File: src/hw/rtl/twrtc_pkg.sv
// twrtc_pkg: shared types, constants and BCD helpers for the three-wire RTC bus master.
// No dependencies; used by all modules under hw/rtl.
`default_nettype none

package twrtc_pkg;

  // Input stream tdata layout (tuser carries mode)
  localparam int unsigned IN_DATA_W  = 24;
  localparam int unsigned OUT_DATA_W = 16;

  // APB-style configuration port
  localparam int unsigned CFG_ADDR_W = 3;
  localparam int unsigned CFG_DATA_W = 32;
  localparam logic [0:0]  REG_HALF_PERIOD = 1'b0;  // register select, paddr[2]
  localparam logic [7:0]  HALF_PERIOD_RESET = 8'd4;

  // Bit timing constants
  localparam logic [2:0] LAST_BIT = 3'd7;
  localparam logic [6:0] MAX_DEC  = 7'd99;

  // Classified item handed from front to back
  typedef struct packed {
    logic       start;
    logic       is_read;
    logic [7:0] cmd_byte;   // address, or address+1 for reads
    logic [7:0] bcd_byte;   // saturated write value in packed BCD
    logic       line_in;
  } twrtc_item_t;

  // Saturate to 99, then split into tens and ones (reciprocal multiply by 205/2048)
  function automatic logic [7:0] to_bcd(input logic [6:0] v);
    logic [6:0]  d;
    logic [14:0] prod;
    logic [3:0]  tens;
    logic [6:0]  tens_x10;
    logic [6:0]  ones;
    d        = (v > MAX_DEC) ? MAX_DEC : v;
    prod     = {8'd0, d} * 15'd205;
    tens     = prod[14:11];
    tens_x10 = {tens, 3'b000} + {2'b00, tens, 1'b0};
    ones     = d - tens_x10;
    return {tens, ones[3:0]};
  endfunction

  // hi*10 + lo, invalid digits included (max 165)
  function automatic logic [7:0] from_bcd(input logic [7:0] b);
    return {1'b0, b[7:4], 3'b000} + {3'b000, b[7:4], 1'b0} + {4'b0000, b[3:0]};
  endfunction

endpackage

`default_nettype wire

File: src/hw/rtl/three_wire_rtc_bus_master.sv
// Three-wire RTC bus master, top level.
// Each input transfer is one tick of the pin sequencer; each tick yields exactly one
// result transfer with the pin levels, busy/done flags and the last decoded read value.
// Channels: in_* stream (tdata: start_req, address, write_value, line_in; tuser: mode),
// out_* stream (tdata: pin levels, flags, read_value), cfg_* APB-style register port.
// Register 0 (byte address 0): half_period_ticks, reset 4; 0 behaves as 1.
// Each accepted tick is written into the queue; once it is at the head (at once when the
// queue was empty) it is popped into the output register, from which its result is taken.
// Throughput: one tick per cycle while out_tready is high; the back-end sequencer steps once
// per tick and the two-entry queue lets the front keep accepting while the output register waits.
// Reset (rst_n low, synchronous): sequencer idle, queue empty, no result pending,
// half period back to 4. When out_tready is low the result is held, the queue fills
// and in_tready drops once both entries are taken; nothing is lost or repeated.
// A write access lasts 32 half periods, a read 31; done pulses on the closing tick.
// Depends on twrtc_pkg, twrtc_front, twrtc_queue, twrtc_back.
`default_nettype none

module three_wire_rtc_bus_master (
  input  wire logic                             clk,
  input  wire logic                             rst_n,
  // start_req[0], address[8:1], write_value[15:9], line_in[16], zero[23:17]
  input  wire logic [twrtc_pkg::IN_DATA_W-1:0]  in_tdata,
  // mode[0]
  input  wire logic                             in_tuser,
  input  wire logic                             in_tvalid,
  output logic                                  in_tready,
  // chip_enable[0], serial_clock[1], line_out[2], line_drive[3], busy_res[4],
  // done_res[5], read_value[13:6], zero[15:14]
  output logic [twrtc_pkg::OUT_DATA_W-1:0]      out_tdata,
  output logic                                  out_tvalid,
  input  wire logic                             out_tready,
  input  wire logic                             cfg_psel,
  input  wire logic                             cfg_penable,
  input  wire logic                             cfg_pwrite,
  input  wire logic [twrtc_pkg::CFG_ADDR_W-1:0] cfg_paddr,
  input  wire logic [twrtc_pkg::CFG_DATA_W-1:0] cfg_pwdata,
  output logic [twrtc_pkg::CFG_DATA_W-1:0]      cfg_prdata,
  output logic                                  cfg_pready
);

  logic [7:0]             half_period_r;
  logic                   cfg_wr;
  logic                   q_full, q_empty, q_push, q_pop;
  twrtc_pkg::twrtc_item_t push_item, head_item;

  // Configuration register
  assign cfg_pready = 1'b1;
  assign cfg_wr     = cfg_psel && cfg_penable && cfg_pwrite && cfg_pready;
  assign cfg_prdata = (cfg_paddr[2] == twrtc_pkg::REG_HALF_PERIOD) ?
                      {24'd0, half_period_r} : '0;

  always_ff @(posedge clk) begin
    if (!rst_n) begin
      half_period_r <= twrtc_pkg::HALF_PERIOD_RESET;
    end else if (cfg_wr && (cfg_paddr[2] == twrtc_pkg::REG_HALF_PERIOD)) begin
      half_period_r <= cfg_pwdata[7:0];
    end
  end

  twrtc_front u_front (
    .in_tvalid (in_tvalid),
    .in_tready (in_tready),
    .in_tdata  (in_tdata),
    .in_tuser  (in_tuser),
    .q_full    (q_full),
    .q_push    (q_push),
    .q_item    (push_item)
  );

  twrtc_queue u_queue (
    .clk       (clk),
    .rst_n     (rst_n),
    .push      (q_push),
    .push_item (push_item),
    .pop       (q_pop),
    .head_item (head_item),
    .full      (q_full),
    .empty     (q_empty)
  );

  twrtc_back u_back (
    .clk         (clk),
    .rst_n       (rst_n),
    .half_period (half_period_r),
    .q_item      (head_item),
    .q_empty     (q_empty),
    .q_pop       (q_pop),
    .out_tvalid  (out_tvalid),
    .out_tready  (out_tready),
    .out_tdata   (out_tdata)
  );

endmodule

`default_nettype wire

File: src/hw/rtl/twrtc_front.sv
// twrtc_front: accepts input transfers and classifies them into queue items.
// Depends on twrtc_pkg (item type, BCD conversion).
`default_nettype none

module twrtc_front (
  input  wire logic                               in_tvalid,
  output logic                                    in_tready,
  input  wire logic [twrtc_pkg::IN_DATA_W-1:0]    in_tdata,
  input  wire logic                               in_tuser,
  input  wire logic                               q_full,
  output logic                                    q_push,
  output twrtc_pkg::twrtc_item_t                  q_item
);

  logic [7:0] address;
  logic [6:0] write_value;

  assign address     = in_tdata[8:1];
  assign write_value = in_tdata[15:9];

  // Handshake against queue space
  assign in_tready = !q_full;
  assign q_push    = in_tvalid && !q_full;

  // Precompute the command byte and the BCD data byte
  always_comb begin
    q_item.start    = in_tdata[0];
    q_item.is_read  = in_tuser;
    q_item.cmd_byte = in_tuser ? (address + 8'd1) : address;
    q_item.bcd_byte = twrtc_pkg::to_bcd(write_value);
    q_item.line_in  = in_tdata[16];
  end

endmodule

`default_nettype wire

File: src/hw/rtl/twrtc_queue.sv
// twrtc_queue: two-entry queue between front and back.
// Depends on twrtc_pkg (item type).
`default_nettype none

module twrtc_queue (
  input  wire logic                   clk,
  input  wire logic                   rst_n,
  input  wire logic                   push,
  input  wire twrtc_pkg::twrtc_item_t push_item,
  input  wire logic                   pop,
  output twrtc_pkg::twrtc_item_t      head_item,
  output logic                        full,
  output logic                        empty
);

  twrtc_pkg::twrtc_item_t mem_r [2];
  logic       wr_ptr_r, wr_ptr_nxt;
  logic       rd_ptr_r, rd_ptr_nxt;
  logic [1:0] count_r,  count_nxt;

  assign full      = count_r == 2'd2;
  assign empty     = count_r == 2'd0;
  assign head_item = mem_r[rd_ptr_r];

  // Pointer and fill bookkeeping
  always_comb begin
    wr_ptr_nxt = push ? !wr_ptr_r : wr_ptr_r;
    rd_ptr_nxt = pop  ? !rd_ptr_r : rd_ptr_r;
    count_nxt  = count_r;
    if (push && !pop) begin
      count_nxt = count_r + 2'd1;
    end else if (pop && !push) begin
      count_nxt = count_r - 2'd1;
    end
  end

  always_ff @(posedge clk) begin
    if (!rst_n) begin
      wr_ptr_r <= 1'b0;
      rd_ptr_r <= 1'b0;
      count_r  <= 2'd0;
    end else begin
      wr_ptr_r <= wr_ptr_nxt;
      rd_ptr_r <= rd_ptr_nxt;
      count_r  <= count_nxt;
    end
  end

  // Storage
  always_ff @(posedge clk) begin
    if (push) begin
      mem_r[wr_ptr_r] <= push_item;
    end
  end

endmodule

`default_nettype wire

File: src/hw/rtl/twrtc_back.sv
// twrtc_back: pin sequencer; steps once per queued tick and registers the result transfer.
// Depends on twrtc_pkg (item type, constants, BCD decode).
`default_nettype none

module twrtc_back (
  input  wire logic                               clk,
  input  wire logic                               rst_n,
  input  wire logic [7:0]                         half_period,
  input  wire twrtc_pkg::twrtc_item_t             q_item,
  input  wire logic                               q_empty,
  output logic                                    q_pop,
  output logic                                    out_tvalid,
  input  wire logic                               out_tready,
  output logic [twrtc_pkg::OUT_DATA_W-1:0]        out_tdata
);

  typedef enum logic [2:0] {
    PH_IDLE    = 3'd0,
    PH_TX_LOW  = 3'd1,
    PH_TX_HIGH = 3'd2,
    PH_RX_LOW  = 3'd3,
    PH_RX_HIGH = 3'd4
  } phase_t;

  phase_t     phase_r,     phase_nxt;
  logic [2:0] bit_r,       bit_nxt;
  logic       byte_r,      byte_nxt;
  logic [7:0] shift_r,     shift_nxt;
  logic [7:0] pend_r,      pend_nxt;
  logic       is_read_r,   is_read_nxt;
  logic [7:0] tick_r,      tick_nxt;
  logic [7:0] last_rd_r,   last_rd_nxt;
  logic       done;
  logic [7:0] hp;
  logic [7:0] sampled;

  logic                                out_valid_r;
  logic [twrtc_pkg::OUT_DATA_W-1:0]    out_data_r, out_data_nxt;
  logic busy, drive, sclk, lout;

  assign hp         = (half_period == 8'd0) ? 8'd1 : half_period;
  assign q_pop      = !q_empty && (!out_valid_r || out_tready);
  assign out_tvalid = out_valid_r;
  assign out_tdata  = out_data_r;
  assign sampled    = shift_r | ({7'd0, q_item.line_in} << bit_r);

  // Next state for one tick
  always_comb begin
    phase_nxt   = phase_r;
    bit_nxt     = bit_r;
    byte_nxt    = byte_r;
    shift_nxt   = shift_r;
    pend_nxt    = pend_r;
    is_read_nxt = is_read_r;
    tick_nxt    = tick_r;
    last_rd_nxt = last_rd_r;
    done        = 1'b0;
    if (phase_r == PH_IDLE) begin
      if (q_item.start) begin
        is_read_nxt = q_item.is_read;
        shift_nxt   = q_item.cmd_byte;
        pend_nxt    = q_item.bcd_byte;
        bit_nxt     = 3'd0;
        byte_nxt    = 1'b0;
        phase_nxt   = PH_TX_LOW;
        tick_nxt    = 8'd1;
      end
    end else if (tick_r < hp) begin
      tick_nxt = tick_r + 8'd1;
    end else begin
      tick_nxt = 8'd1;
      case (phase_r)
        PH_TX_LOW: begin
          phase_nxt = PH_TX_HIGH;
        end
        PH_TX_HIGH: begin
          if (bit_r != twrtc_pkg::LAST_BIT) begin
            bit_nxt   = bit_r + 3'd1;
            phase_nxt = PH_TX_LOW;
          end else if (!byte_r) begin
            bit_nxt = 3'd0;
            if (is_read_r) begin
              shift_nxt = 8'd0;
              phase_nxt = PH_RX_LOW;
            end else begin
              byte_nxt  = 1'b1;
              shift_nxt = pend_r;
              phase_nxt = PH_TX_LOW;
            end
          end else begin
            phase_nxt = PH_IDLE;
            tick_nxt  = 8'd0;
            done      = 1'b1;
          end
        end
        PH_RX_LOW: begin
          shift_nxt = sampled;
          if (bit_r == twrtc_pkg::LAST_BIT) begin
            last_rd_nxt = twrtc_pkg::from_bcd(sampled);
            phase_nxt   = PH_IDLE;
            tick_nxt    = 8'd0;
            done        = 1'b1;
          end else begin
            phase_nxt = PH_RX_HIGH;
          end
        end
        PH_RX_HIGH: begin
          bit_nxt   = bit_r + 3'd1;
          phase_nxt = PH_RX_LOW;
        end
        default: begin
          phase_nxt = PH_IDLE;
          tick_nxt  = 8'd0;
        end
      endcase
    end
  end

  // Pin levels from the updated state
  always_comb begin
    busy  = phase_nxt != PH_IDLE;
    drive = (phase_nxt == PH_TX_LOW) || (phase_nxt == PH_TX_HIGH);
    sclk  = (phase_nxt == PH_TX_HIGH) || (phase_nxt == PH_RX_HIGH);
    lout  = drive && shift_nxt[bit_nxt];
    out_data_nxt = {2'b00, last_rd_nxt, done, busy, drive, lout, sclk, busy};
  end

  // Sequencer state and result register
  always_ff @(posedge clk) begin
    if (!rst_n) begin
      phase_r     <= PH_IDLE;
      bit_r       <= 3'd0;
      byte_r      <= 1'b0;
      shift_r     <= 8'd0;
      pend_r      <= 8'd0;
      is_read_r   <= 1'b0;
      tick_r      <= 8'd0;
      last_rd_r   <= 8'd0;
      out_valid_r <= 1'b0;
    end else begin
      if (q_pop) begin
        phase_r     <= phase_nxt;
        bit_r       <= bit_nxt;
        byte_r      <= byte_nxt;
        shift_r     <= shift_nxt;
        pend_r      <= pend_nxt;
        is_read_r   <= is_read_nxt;
        tick_r      <= tick_nxt;
        last_rd_r   <= last_rd_nxt;
        out_data_r  <= out_data_nxt;
        out_valid_r <= 1'b1;
      end else if (out_tready) begin
        out_valid_r <= 1'b0;
      end
    end
  end

endmodule

`default_nettype wire

File: config.mk
export PLATFORM = sky130hd
export DESIGN_NAME = three_wire_rtc_bus_master
export DESIGN_NICKNAME = d
export VERILOG_FILES = /design/src/hw/rtl/twrtc_pkg.sv /design/src/hw/rtl/three_wire_rtc_bus_master.sv /design/src/hw/rtl/twrtc_front.sv /design/src/hw/rtl/twrtc_queue.sv /design/src/hw/rtl/twrtc_back.sv
export SDC_FILE = /design/constraint.sdc
export NUM_CORES = 1
export LEC_CHECK = 0
export BUFFER_PORTS_ARGS = -buffer_cell sky130_fd_sc_hd__buf_2
export CAP_MARGIN = 20
export CORE_MARGIN = 2
export CORE_UTILIZATION = 55
export DETAILED_ROUTE_END_ITERATION = 16
export GPL_ROUTABILITY_DRIVEN = 0
export PLACE_DENSITY = 0.82
export SLEW_MARGIN = 20
export SYNTH_ARGS = -nofsm -noshare
export SYNTH_HDL_FRONTEND = slang
export SYNTH_SLANG_ARGS = --single-unit
File: constraint.sdc
create_clock -name clk -period 6.1 [get_ports clk]
set_input_delay 0.305 -clock clk [delete_from_list [all_inputs] [get_ports clk]]
set_output_delay 0.305 -clock clk [all_outputs]
set_load 0.02 [all_outputs]
==> results of run 1 <==
[per-layer routing]
metal	vias up	share of wire
met5	-	0
met2	155	0.49
met1	2315	0.43
li1	2462	-
met3	33	0.046
met4	0	0.025
[per-stage QoR]
stage	total power (W)	cell area (sq um)	instances	hold WS, ns
finish	0.00293	7180	880	0.154
global route	0.00314	7180	880	0.137
CTS	0.00293	7180	880	0.139
detailed placement	0.00234	6880	864	0.471
global placement	0.00227	6880	864	0.452
floorplan	0.00208	6740	715	0.404
[Yosys cell counts (4+ instances only)]
cell	count	area (sq um)
nor4_1	5	31.3
nor2_1	61	229
edfxtp_1	51	1530
a21oi_1	18	90.1
fa_1	10	200
nor3_1	5	25.0
nand4_1	7	43.8
dfxtp_1	54	1080
clkbuf_1	20	75.1
mux2i_1	20	200
mux2_2	5	56.3
and2_1	12	75.1
a31oi_1	5	31.3
o21a_1	6	45.0
a21o_1	7	52.6
nand2b_1	13	81.3
nand2_1	88	330
nor2b_1	8	50.1
ha_1	53	663
nand3_1	9	45.0
o21ai_0	11	55.1
xnor2_1	19	166
inv_1	45	169
a21boi_0	13	97.6
o221ai_1	7	61.3
o211a_1	18	180
o21ai_1	8	40.0
nor3b_1	7	52.6
a221oi_2	6	90.1
buf_2	4	20.0
buf_4	31	233
xor2_1	8	70.1
[kinds of logic (layout without fill, tap and decap cells)]
family | after synthesis | count (layout) | share of synthesized area
XOR/XNOR | 27 | 27 | 0.0356
adder cells (fa/ha/maj) | 63 | 63 | 0.130
AO/OA/AOI/OAI | 128 | 128 | 0.153
other | 2 | 27 | 0.00113
AND/OR/NAND/NOR | 235 | 235 | 0.168
flip-flops | 105 | 105 | 0.393
buffers and inverters | 104 | 122 | 0.0782
multiplexers | 26 | 26 | 0.0407
[cell type report]
class | instances | area share
tap | 147 | 0.0256
inverter | 46 | 0.0240
sequential | 105 | 0.364
multi-input combinational | 506 | 0.502
clock inverter | 4 | 0.00732
timing repair buffer | 60 | 0.0428
clock buffer | 12 | 0.0343
[worst reg2reg max path: cells and delay by family, from the launching register on]
family          cells  cell delay, ns
compound gates      5            2.06
fa+ha+maj           1            0.29
buf+inv             1            0.09
flops               1            0.36
simple gates        3            0.55
[sequential cells by signal, indices dropped and copies added (netlist names), named ones only]
signal,cells
u_back.last_rd_r,8
u_back.tick_r,8
u_back.shift_r,8
u_back.phase_r,3
u_back.is_read_r,1
u_queue.mem_r,38
u_back.bit_r,3
u_queue.count_r,2
u_back.out_tdata,13
u_queue.rd_ptr_r,1
u_back.pend_r,8
u_back.out_tvalid,1
u_back.byte_r,1
u_queue.wr_ptr_r,1
half_period_r,8
[path summary, 6_finish.rpt]
path	to	cells after the start
max	u_queue.mem_r[1][4]	23
min	u_queue.mem_r[1][0]	1
max reg2reg	u_back.out_tdata[2]	10
min reg2reg	u_back.last_rd_r[6]	2
[placed cells by master, fill, tap and decap left out, drive strengths merged, types with 19 or more instances in the layout]
cell	instances
inv	46
buf	60
conb	27
ha	53
xnor2	19
edfxtp	51
o21ai	19
nand2	88
nor2	63
mux2i	21
dfxtp	54
[power by group through the flow]
| stage | Combinational, W | Sequential [W] | Clock, W |
|---|---|---|---|
| floorplan | 0.00101 | 0.00107 | 0 |
| global placement | 0.00119 | 0.00108 | 0 |
| detailed placement | 0.00125 | 0.00109 | 0 |
| CTS | 0.00126 | 0.00108 | 0.000587 |
| global route | 0.00141 | 0.00111 | 0.000618 |
| finish | 0.00127 | 0.00109 | 0.000580 |
==> qor.yml, run 1 <==
cp.arrival_ns: 5.48
drc_errors: 0
cp_cell_sequence: "buf_2 -> o311ai_1 -> nor2b_1 -> inv_1 -> ha_1 -> inv_1 -> fa_1 -> inv_1 -> fa_1 -> ha_1 -> ha_1 -> a21o_1 -> a31oi_1 -> o21ai_0 -> a21oi_1 -> o21a_1 -> a21oi_1 -> ha_1 -> and2_1 -> o31a_1 -> nor2_1 -> nand4_1 -> xnor2_1"
path_clk_slew_ns: 0.07
synthArstFlopShare: 0
nets: 858
start_kind: "input port"
path_max_fanout: 4
seqCellArea_sq_um: 2610
syn_area_sq_um: 6640
synth_cell_types: 70
first_iter_violations: 281
htree_levels: 3
drv_cap: 0
hold_viol: 0
cts_sinks: 105
clock_skew_ns: 0.00897
multiInputGateArea_sq_um: 3610
layout-drive-gt1-share: 0.138
slowest_stage: "o311ai_1"
outcome: "complete, no violations"
p_leak_nw: 3.19
path_class: "input port to flip-flop"
pwr-share-clk: 0.198
core_sq_um: 11900
crit_required_ns: 6.19
dieArea_sq_um: 13000
fin_crit_sh: 0.883
gr-usage-all-layers: 0.209
fin_setup_tns_ns: 0
synthesis.instances: 690
cts_max_path_buffers: 2
peakVddDrop_mv: 0.198
syn_to_final_growth_pct: 8.14
cts_setup_buffers: 0
powerDensity_nw_per_um2: 408
gr-max-usage-layer: "met2"
root_buffer: "clkbuf_16"
diodes: 0
switching_share: 0.390
utilization: 0.603
antenna_found_initial: 0
fp.dieW_um: 114
p_int_w: 0.00179
synth_flop_cell: "dfxtp_1"
post_drt_wl_per_cell_um: 14.8
relSlewSlack: 0.345
slowest_delay_ns: 0.45
die_h_um: 114
cts_tree: "done"
power_frac_comb: 0.432
regToRegStartpoint: "half_period_r[3]"
met2_usage: 0.369
io_pins: 118
num_rows: 40
synth_edf_count: 51
grtUsageMet3: 0.0351
cp_num_buf_inv: 4
dr.pass1.iters: 5
worstMarginPinSlew_ns: 0.982
grt_max_degree: 52
pre_cts_slack_ns: 0.415
synth-seq-cells: 105
critPathMostFrequentCell: "ha_1"
endpoint_kind: "flip-flop"
startpoint: "in_tdata[13]"
cts_resized: 0
port_buffers: 57
rsz0062_at_grt: "false"
slew_viol_final: 0
grt_overflow_total: 0
clk_latency_ns: 0.35
finalCriticalPeriod_ns: 5.39
place.detailed.hpwl_um: 9630
setup_ws_ns: 0.711
start_util: 0.558
syn_avg_cell_area_sq_um: 9.63
grt_pass1_vias: 4873
routed_wl_um: 13100
hold_class: "input port to flip-flop"
max_freq_mhz: 186
power_frac_seq: 0.370
antenna_left: 0
crit_family: "adder cells"
yosysWarnings: 0
grtUsageMet1: 0.251
postCtsHoldBufs: 0
r2r_slack_ns: 2.48
setup_viol: 0
grt_first_pass_wirelength_um: 22100
min_from: "in_tdata[16]"
fillers: 991
via_per_inst: 5.64
ys_seq_area_frac: 0.393
numCtsBuffers: 9
p_switching_w: 0.00114
vias: 4965
Note: power is estimated with default switching activity, not from simulation.
==> inputs of run 2 (changes only) <==
--- a/config.mk
+++ b/config.mk
@@ -11,7 +11,7 @@
 export CORE_UTILIZATION = 55
 export DETAILED_ROUTE_END_ITERATION = 16
 export GPL_ROUTABILITY_DRIVEN = 0
-export PLACE_DENSITY = 0.82
+export PLACE_DENSITY = 0.88
 export SLEW_MARGIN = 20
 export SYNTH_ARGS = -nofsm -noshare
 export SYNTH_HDL_FRONTEND = slang
==> qor.yml, run 2 (same netlist as run 1, synthesis figures left out) <==
port_buffers: 57  # unchanged
cts_setup_buffers: 0  # unchanged
grt_pass1_vias: 4624  # was 4873
cp.arrival_ns: 5.39  # was 5.48 ns
clock_skew_ns: 0.0101  # was 0.00897 ns
r2r_slack_ns: 2.68  # was 2.48 ns
grt_max_degree: 52  # unchanged
relSlewSlack: 0.376  # was 0.345
dr.pass1.iters: 5  # unchanged
powerDensity_nw_per_um2: 407  # was 408 nW/um^2
cp_cell_sequence: "buf_2 -> o311ai_1 -> nor2b_1 -> inv_1 -> ha_1 -> inv_1 -> fa_1 -> inv_1 -> fa_1 -> ha_1 -> ha_1 -> a21o_1 -> a31oi_1 -> o21a_1 -> o21ai_1 -> a21oi_1 -> ha_1 -> and2_1 -> o31a_1 -> nor2_1 -> nand4_1 -> xnor2_1"  # was buf_2 -> o311ai_1 -> nor2b_1 -> inv_1 -> ha_1 -> inv_1 -> fa_1 -> inv_1 -> fa_1 -> ha_1 -> ha_1 -> a21o_1 -> a31oi_1 -> o21ai_0 -> a21oi_1 -> o21a_1 -> a21oi_1 -> ha_1 -> and2_1 -> o31a_1 -> nor2_1 -> nand4_1 -> xnor2_1
cts_sinks: 105  # unchanged
max_freq_mhz: 188  # was 186 MHz
antenna_found_initial: 0  # unchanged
grt_overflow_total: 0  # unchanged
clk_latency_ns: 0.35  # about the same
dieArea_sq_um: 13000  # unchanged
slowest_stage: "fa_1"  # was o311ai_1
vias: 4926  # was 4965
htree_levels: 3  # unchanged
endpoint_kind: "flip-flop"  # unchanged
p_leak_nw: 3.20  # was 3.19 nW
placed_area_sq_um: 6880  # unchanged
slew_viol_final: 0  # unchanged
path_max_fanout: 4  # unchanged
core_sq_um: 11900  # unchanged
hold_viol: 0  # unchanged
rsz0062_at_grt: "false"  # unchanged
antenna_left: 0  # unchanged
peakVddDrop_mv: 0.204  # was 0.198 mV
cts_max_path_buffers: 2  # unchanged
start_kind: "input port"  # unchanged
utilization: 0.604  # was 0.603
final_cell_mix: "nand2_1 (88), nor2_1 (60), buf_2 (57)"  # unchanged
path_clk_slew_ns: 0.07  # about the same
setup_viol: 0  # unchanged
cts_tree: "done"  # unchanged
via_per_inst: 5.60  # was 5.64
rr_endpoint: "u_back.last_rd_r[7]"  # was u_back.out_tdata[2]
final_common_cell: "nand2_1"  # unchanged
hold_class: "input port to flip-flop"  # unchanged
cp_num_buf_inv: 4  # unchanged
drc_errors: 0  # unchanged
fin_crit_sh: 0.870  # was 0.883
slowest_delay_ns: 0.43  # was 0.45 ns
nets: 858  # unchanged
cts_resized: 0  # unchanged
worstMarginPinSlew_ns: 0.937  # was 0.982 ns
die_h_um: 114  # unchanged
whs_path_depth: 1  # unchanged
crit_required_ns: 6.19  # about the same
hold_end: "u_queue.mem_r[1][0]"  # unchanged
numCtsBuffers: 9  # unchanged
crit_family: "adder cells"  # unchanged
top_register: "u_queue.mem_r"  # unchanged
fillers: 970  # was 991
path_class: "input port to flip-flop"  # unchanged
stdcell_area_sq_um: 7190  # was 7180 sq um
p_total_w: 0.00292  # was 0.00293 W
postCtsHoldBufs: 0  # unchanged
largest_reg_flops: 38  # unchanged
gr-usage-all-layers: 0.195  # was 0.209
reg2regPathDepth: 15  # was 10
finalCriticalPeriod_ns: 5.31  # was 5.39 ns
routed_wl_um: 12300  # was 13100 um
fin_setup_tns_ns: 0  # unchanged
grt_first_pass_wirelength_um: 20600  # was 22100 um
outcome: "complete, no violations"  # unchanged
num_rows: 40  # unchanged
io_pins: 118  # unchanged
min_from: "in_tdata[16]"  # unchanged
place.detailed.hpwl_um: 8900  # was 9630 um
diodes: 0  # unchanged
start_util: 0.558  # unchanged
layout-drive-gt1-share: 0.141  # was 0.138
syn_to_final_growth_pct: 8.29  # was 8.14%
holdWs_ns: 0.144  # was 0.154 ns
critPathMostFrequentCell: "ha_1"  # unchanged
post_drt_wl_per_cell_um: 13.9  # was 14.8 um
fp.dieW_um: 114  # unchanged
root_buffer: "clkbuf_16"  # unchanged
drv_cap: 0  # unchanged
first_iter_violations: 292  # was 281
==> run 2: layout make-up <==
type | count | area, sq um | area share
multi-input combinational | 506 | 3610 | 0.501
sequential | 105 | 2610 | 0.363
timing repair buffer | 60 | 308 | 0.0428
clock buffer | 9 | 225 | 0.0313
tap | 147 | 184 | 0.0256
inverter | 46 | 173 | 0.0240
clock inverter | 7 | 83.8 | 0.0117
==> run 2: where the power goes <==
group          leakage (nW)  switching, W  internal (W)  total (W)
registers             0.919      0.000130      0.000953    0.00108
logic                  2.13      0.000745      0.000503    0.00125
clock network         0.149      0.000267      0.000325   0.000593
==> run 2: worst reg2reg max path, stage by stage (launching register included) <==
cell	delay [ns]
dfxtp_1	0.31
buf_4	0.31
mux2i_1	0.17
nor2b_1	0.30
a21o_1	0.22
inv_1	0.07
fa_1	0.53
inv_1	0.07
ha_1	0.29
a21o_1	0.16
a21oi_1	0.21
nor2_1	0.06
o21a_1	0.17
mux2_2	0.27
nor2_1	0.11
nor3b_1	0.06
==> run 2: stage by stage <==
step	worst slack, ns	cells
after floorplan	1.09	715
after global placement	0.594	864
after detailed placement	0.431	864
after CTS	0.798	880
after global routing	0.368	880
final	0.792	880
==> run 2: layer usage <==
layer	up-vias	part of all wire	global-route usage
li1	2451	-	-
met1	2293	0.45	0.241
met2	157	0.48	0.342
met3	25	0.051	0.0345
met4	0	0.021	0.0715
met5	-	0	0
==> run 2: worst max path at each step <==
stage / from / to / depth (start not counted)
6_report: in_tdata[13] / u_queue.mem_r[0][4] / 22
2_1_floorplan: in_tdata[12] / u_queue.mem_r[0][4] / 22
3_3_place_gp: in_tdata[13] / u_queue.mem_r[0][4] / 23
5_1_grt: in_tdata[13] / u_queue.mem_r[1][4] / 24
3_5_place_dp: in_tdata[13] / u_queue.mem_r[0][4] / 23
4_1_cts: in_tdata[13] / u_queue.mem_r[0][4] / 23
==> inputs of run 3 (changes only) <==
--- a/config.mk
+++ b/config.mk
@@ -5,6 +5,7 @@
 export SDC_FILE = /design/constraint.sdc
 export NUM_CORES = 1
 export LEC_CHECK = 0
+export ABC_AREA = 1
 export BUFFER_PORTS_ARGS = -buffer_cell sky130_fd_sc_hd__buf_2
 export CAP_MARGIN = 20
 export CORE_MARGIN = 2
==> qor.yml, run 3 <==
hold_class: "input port to flip-flop"  # unchanged
synthTopCellsByCount: "nand2_1 (157), inv_1 (118), o21ai_0 (87), nor2_1 (66), dfxtp_1 (54)"  # was nand2_1 (88), nor2_1 (61), dfxtp_1 (54), ha_1 (53), edfxtp_1 (51)
fin_setup_tns_ns: 0  # unchanged
top_register: "u_queue.mem_r"  # unchanged
worstMarginPinSlew_ns: 0.933  # was 0.937 ns
gr-usage-all-layers: 0.221  # was 0.195
cts_max_path_buffers: 2  # unchanged
powerDensity_nw_per_um2: 440  # was 407 nW/um^2
synth_top_area_frac: 0.228  # was 0.231
cts_resized: 0  # unchanged
max_freq_mhz: 218  # was 188 MHz
port_buffers: 57  # unchanged
synth_xor_xnor_area_share: 0.0336  # was 0.0356
synth_compound_gate_area_share: 0.151  # was 0.153
hold_viol: 0  # unchanged
clk_latency_ns: 0.35  # about the same
start_kind: "input port"  # unchanged
path_max_fanout: 4  # unchanged
first_iter_violations: 382  # was 292
synth_flop_cell: "dfxtp_1"  # unchanged
root_buffer: "clkbuf_16"  # unchanged
slew_viol_final: 0  # unchanged
largest_reg_flops: 38  # unchanged
post_drt_wl_per_cell_um: 13.6  # was 13.9 um
path_class: "input port to flip-flop"  # unchanged
num_rows: 40  # unchanged
netlist_top_cells_area: "edfxtp_1 (23%), dfxtp_1 (16%), ha_1 (9.9%), nand2_1 (8.8%), inv_1 (6.6%)"  # was edfxtp_1 (23%), dfxtp_1 (16%), ha_1 (10%), nand2_1 (5.0%), buf_4 (3.5%)
syn_to_final_growth_pct: 7.88  # was 8.29%
antenna_found_initial: 0  # unchanged
nets: 1005  # was 858
layout-drive-gt1-share: 0.110  # was 0.141
diodes: 0  # unchanged
peakVddDrop_mv: 0.185  # was 0.204 mV
endpoint_kind: "flip-flop"  # unchanged
htree_levels: 3  # unchanged
fin_crit_sh: 0.751  # was 0.870
cts_tree: "done"  # unchanged
grt_pass1_vias: 5280  # was 4624
grt_overflow_total: 0  # unchanged
yosysWarnings: 0  # unchanged
routed_wl_um: 13900  # was 12300 um
crit_required_ns: 6.18  # was 6.19 ns
slowest_delay_ns: 0.44  # was 0.43 ns
post_synth_fa_ha_maj_area_fraction: 0.129  # was 0.130
cts_sinks: 105  # unchanged
p_leak_nw: 3.33  # was 3.20 nW
ys_seq_area_frac: 0.389  # was 0.393
slowest_stage: "fa_1"  # unchanged
fp.dieW_um: 114  # about the same
drc_errors: 0  # unchanged
synth_top_family_by_area: "simple AND/OR/NAND/NOR gates"  # unchanged
relSlewSlack: 0.376  # about the same
synthesis.instances: 833  # was 690
numCtsBuffers: 9  # unchanged
io_pins: 118  # unchanged
grt_max_degree: 34  # was 52
finalCriticalPeriod_ns: 4.58  # was 5.31 ns
start_util: 0.561  # was 0.558
synth.most_common_cell: "nand2_1"  # unchanged
cts_setup_buffers: 0  # unchanged
clock_skew_ns: 0.00869  # was 0.0101 ns
via_per_inst: 5.40  # was 5.60
cp_cell_sequence: "buf_2 -> nand2_1 -> a21oi_1 -> nor2_1 -> inv_1 -> ha_1 -> inv_1 -> fa_1 -> inv_1 -> fa_1 -> ha_1 -> ha_1 -> nand2_1 -> inv_1 -> nand4_1 -> o211ai_1 -> a21oi_1 -> xnor2_1 -> ha_1 -> xor2_1 -> xor3_1 -> xnor2_1"  # was buf_2 -> o311ai_1 -> nor2b_1 -> inv_1 -> ha_1 -> inv_1 -> fa_1 -> inv_1 -> fa_1 -> ha_1 -> ha_1 -> a21o_1 -> a31oi_1 -> o21a_1 -> o21ai_1 -> a21oi_1 -> ha_1 -> and2_1 -> o31a_1 -> nor2_1 -> nand4_1 -> xnor2_1
synth-seq-cells: 105  # unchanged
synth_cell_types: 46  # was 70
grt_first_pass_wirelength_um: 23600  # was 20600 um
startpoint: "in_tdata[14]"  # was in_tdata[13]
place.detailed.hpwl_um: 10300  # was 8900 um
final_cell_mix: "nand2_1 (157), inv_1 (118), o21ai_0 (87)"  # was nand2_1 (88), nor2_1 (60), buf_2 (57)
final_common_cell: "nand2_1"  # unchanged
yosys.area.top_type: "edfxtp_1"  # unchanged
synth_simple_gate_area_share: 0.176  # was 0.168
outcome: "complete, no violations"  # unchanged
holdWs_ns: 0.148  # was 0.144 ns
dr.pass1.iters: 5  # unchanged
setup_viol: 0  # unchanged
vias: 5541  # was 4926
min_from: "in_tdata[0]"  # was in_tdata[16]
synth_edf_count: 51  # unchanged
setup_ws_ns: 1.52  # was 0.792 ns
core_sq_um: 12000  # was 11900 sq um
pre_cts_slack_ns: 1.19  # was 0.431 ns
path_clk_slew_ns: 0.07  # about the same
postCtsHoldBufs: 0  # unchanged
dieArea_sq_um: 13100  # was 13000 sq um
synthMuxAreaShare: 0.00168  # was 0.0407
cp.arrival_ns: 4.66  # was 5.39 ns
syn_avg_cell_area_sq_um: 8.06  # was 9.63 sq um
die_h_um: 114  # about the same
rsz0062_at_grt: "false"  # unchanged
syn_area_sq_um: 6710  # was 6640 sq um
drv_cap: 0  # unchanged
antenna_left: 0  # unchanged
synthArstFlopShare: 0  # unchanged
-- run 3: cell types whose count changed in the layout (fill, tap and decap cells not counted), moves of 8 or more --
cell / before / now
inv_1: 45 / 118
o21ai_0: 11 / 87
nand2_1: 88 / 157
and2_1: 12 / 0
xnor2_1: 19 / 9
o211a_1: 18 / 0
nand2b_1: 13 / 0
a21oi_1: 18 / 48
o211ai_1: 1 / 12
mux2i_1: 20 / 0
nand3_1: 9 / 32
a21boi_0: 13 / 0
nor2b_1: 8 / 0
-- run 3: area by class of cell --
cell class	instances	area (sq um)
clock buffer	10	229
clock inverter	6	42.5
fill	1012	4720
inverter	124	465
multi-input combinational	575	3400
sequential	105	2610
tap	147	184
timing repair buffer	60	308
-- run 3: cell families after synthesis --
group,after synthesis
flops,105
simple gates,280
xor+xnor,24
compound gates,180
other cells,2
mux,1
buf+inv,178
fa+ha+maj,63
-- run 3: final timing paths --
path / slack, ns / depth (start not counted) / endpoint
hold reg to reg: 0.46 / 1 / flip-flop
setup reg to reg: 2.50 / 17 / u_back.last_rd_r[6]
setup / recovery: 1.52 / 22 / u_queue.mem_r[0][4]
hold / removal: 0.15 / 1 / u_queue.mem_r[0][18]
-- run 3: per-stage QoR --
stage | total power, W | utilization | instance area, sq um | std cells
detailed placement | 0.00262 | 0.582 | 6960 | 1011
floorplan | 0.00229 | - | 6810 | 858
global route | 0.00346 | 0.605 | 7240 | 1027
global placement | 0.00255 | 0.582 | 6960 | 1011
finish | 0.00319 | 0.605 | 7240 | 1027
CTS | 0.00317 | 0.605 | 7230 | 1027
-- run 3: metal layers --
metal / track usage / routed length (um) / vias up
li1: - / - / 2784
met3: 0.0270 / 673 / 34
met1: 0.276 / 6010 / 2549
met2: 0.380 / 6820 / 174
met5: 0 / 0 / -
met4: 0.107 / 444 / 0
-- run 3: power by group --
group	total, W	internal [W]	leakage (nW)	switching (W)
clock	0.000531	0.000278	0.130	0.000253
combinational	0.00158	0.000506	2.28	0.00107
sequential	0.00108	0.000979	0.921	0.0000997
total	0.00319	0.00176	3.33	0.00142
-- run 3: worst max-delay path, delay by kind of cell --
family | cells | cell delay [ns]
buf+inv | 5 | 0.51
fa+ha+maj | 6 | 1.94
compound gates | 3 | 0.34
xor+xnor | 4 | 0.92
simple gates | 4 | 0.65
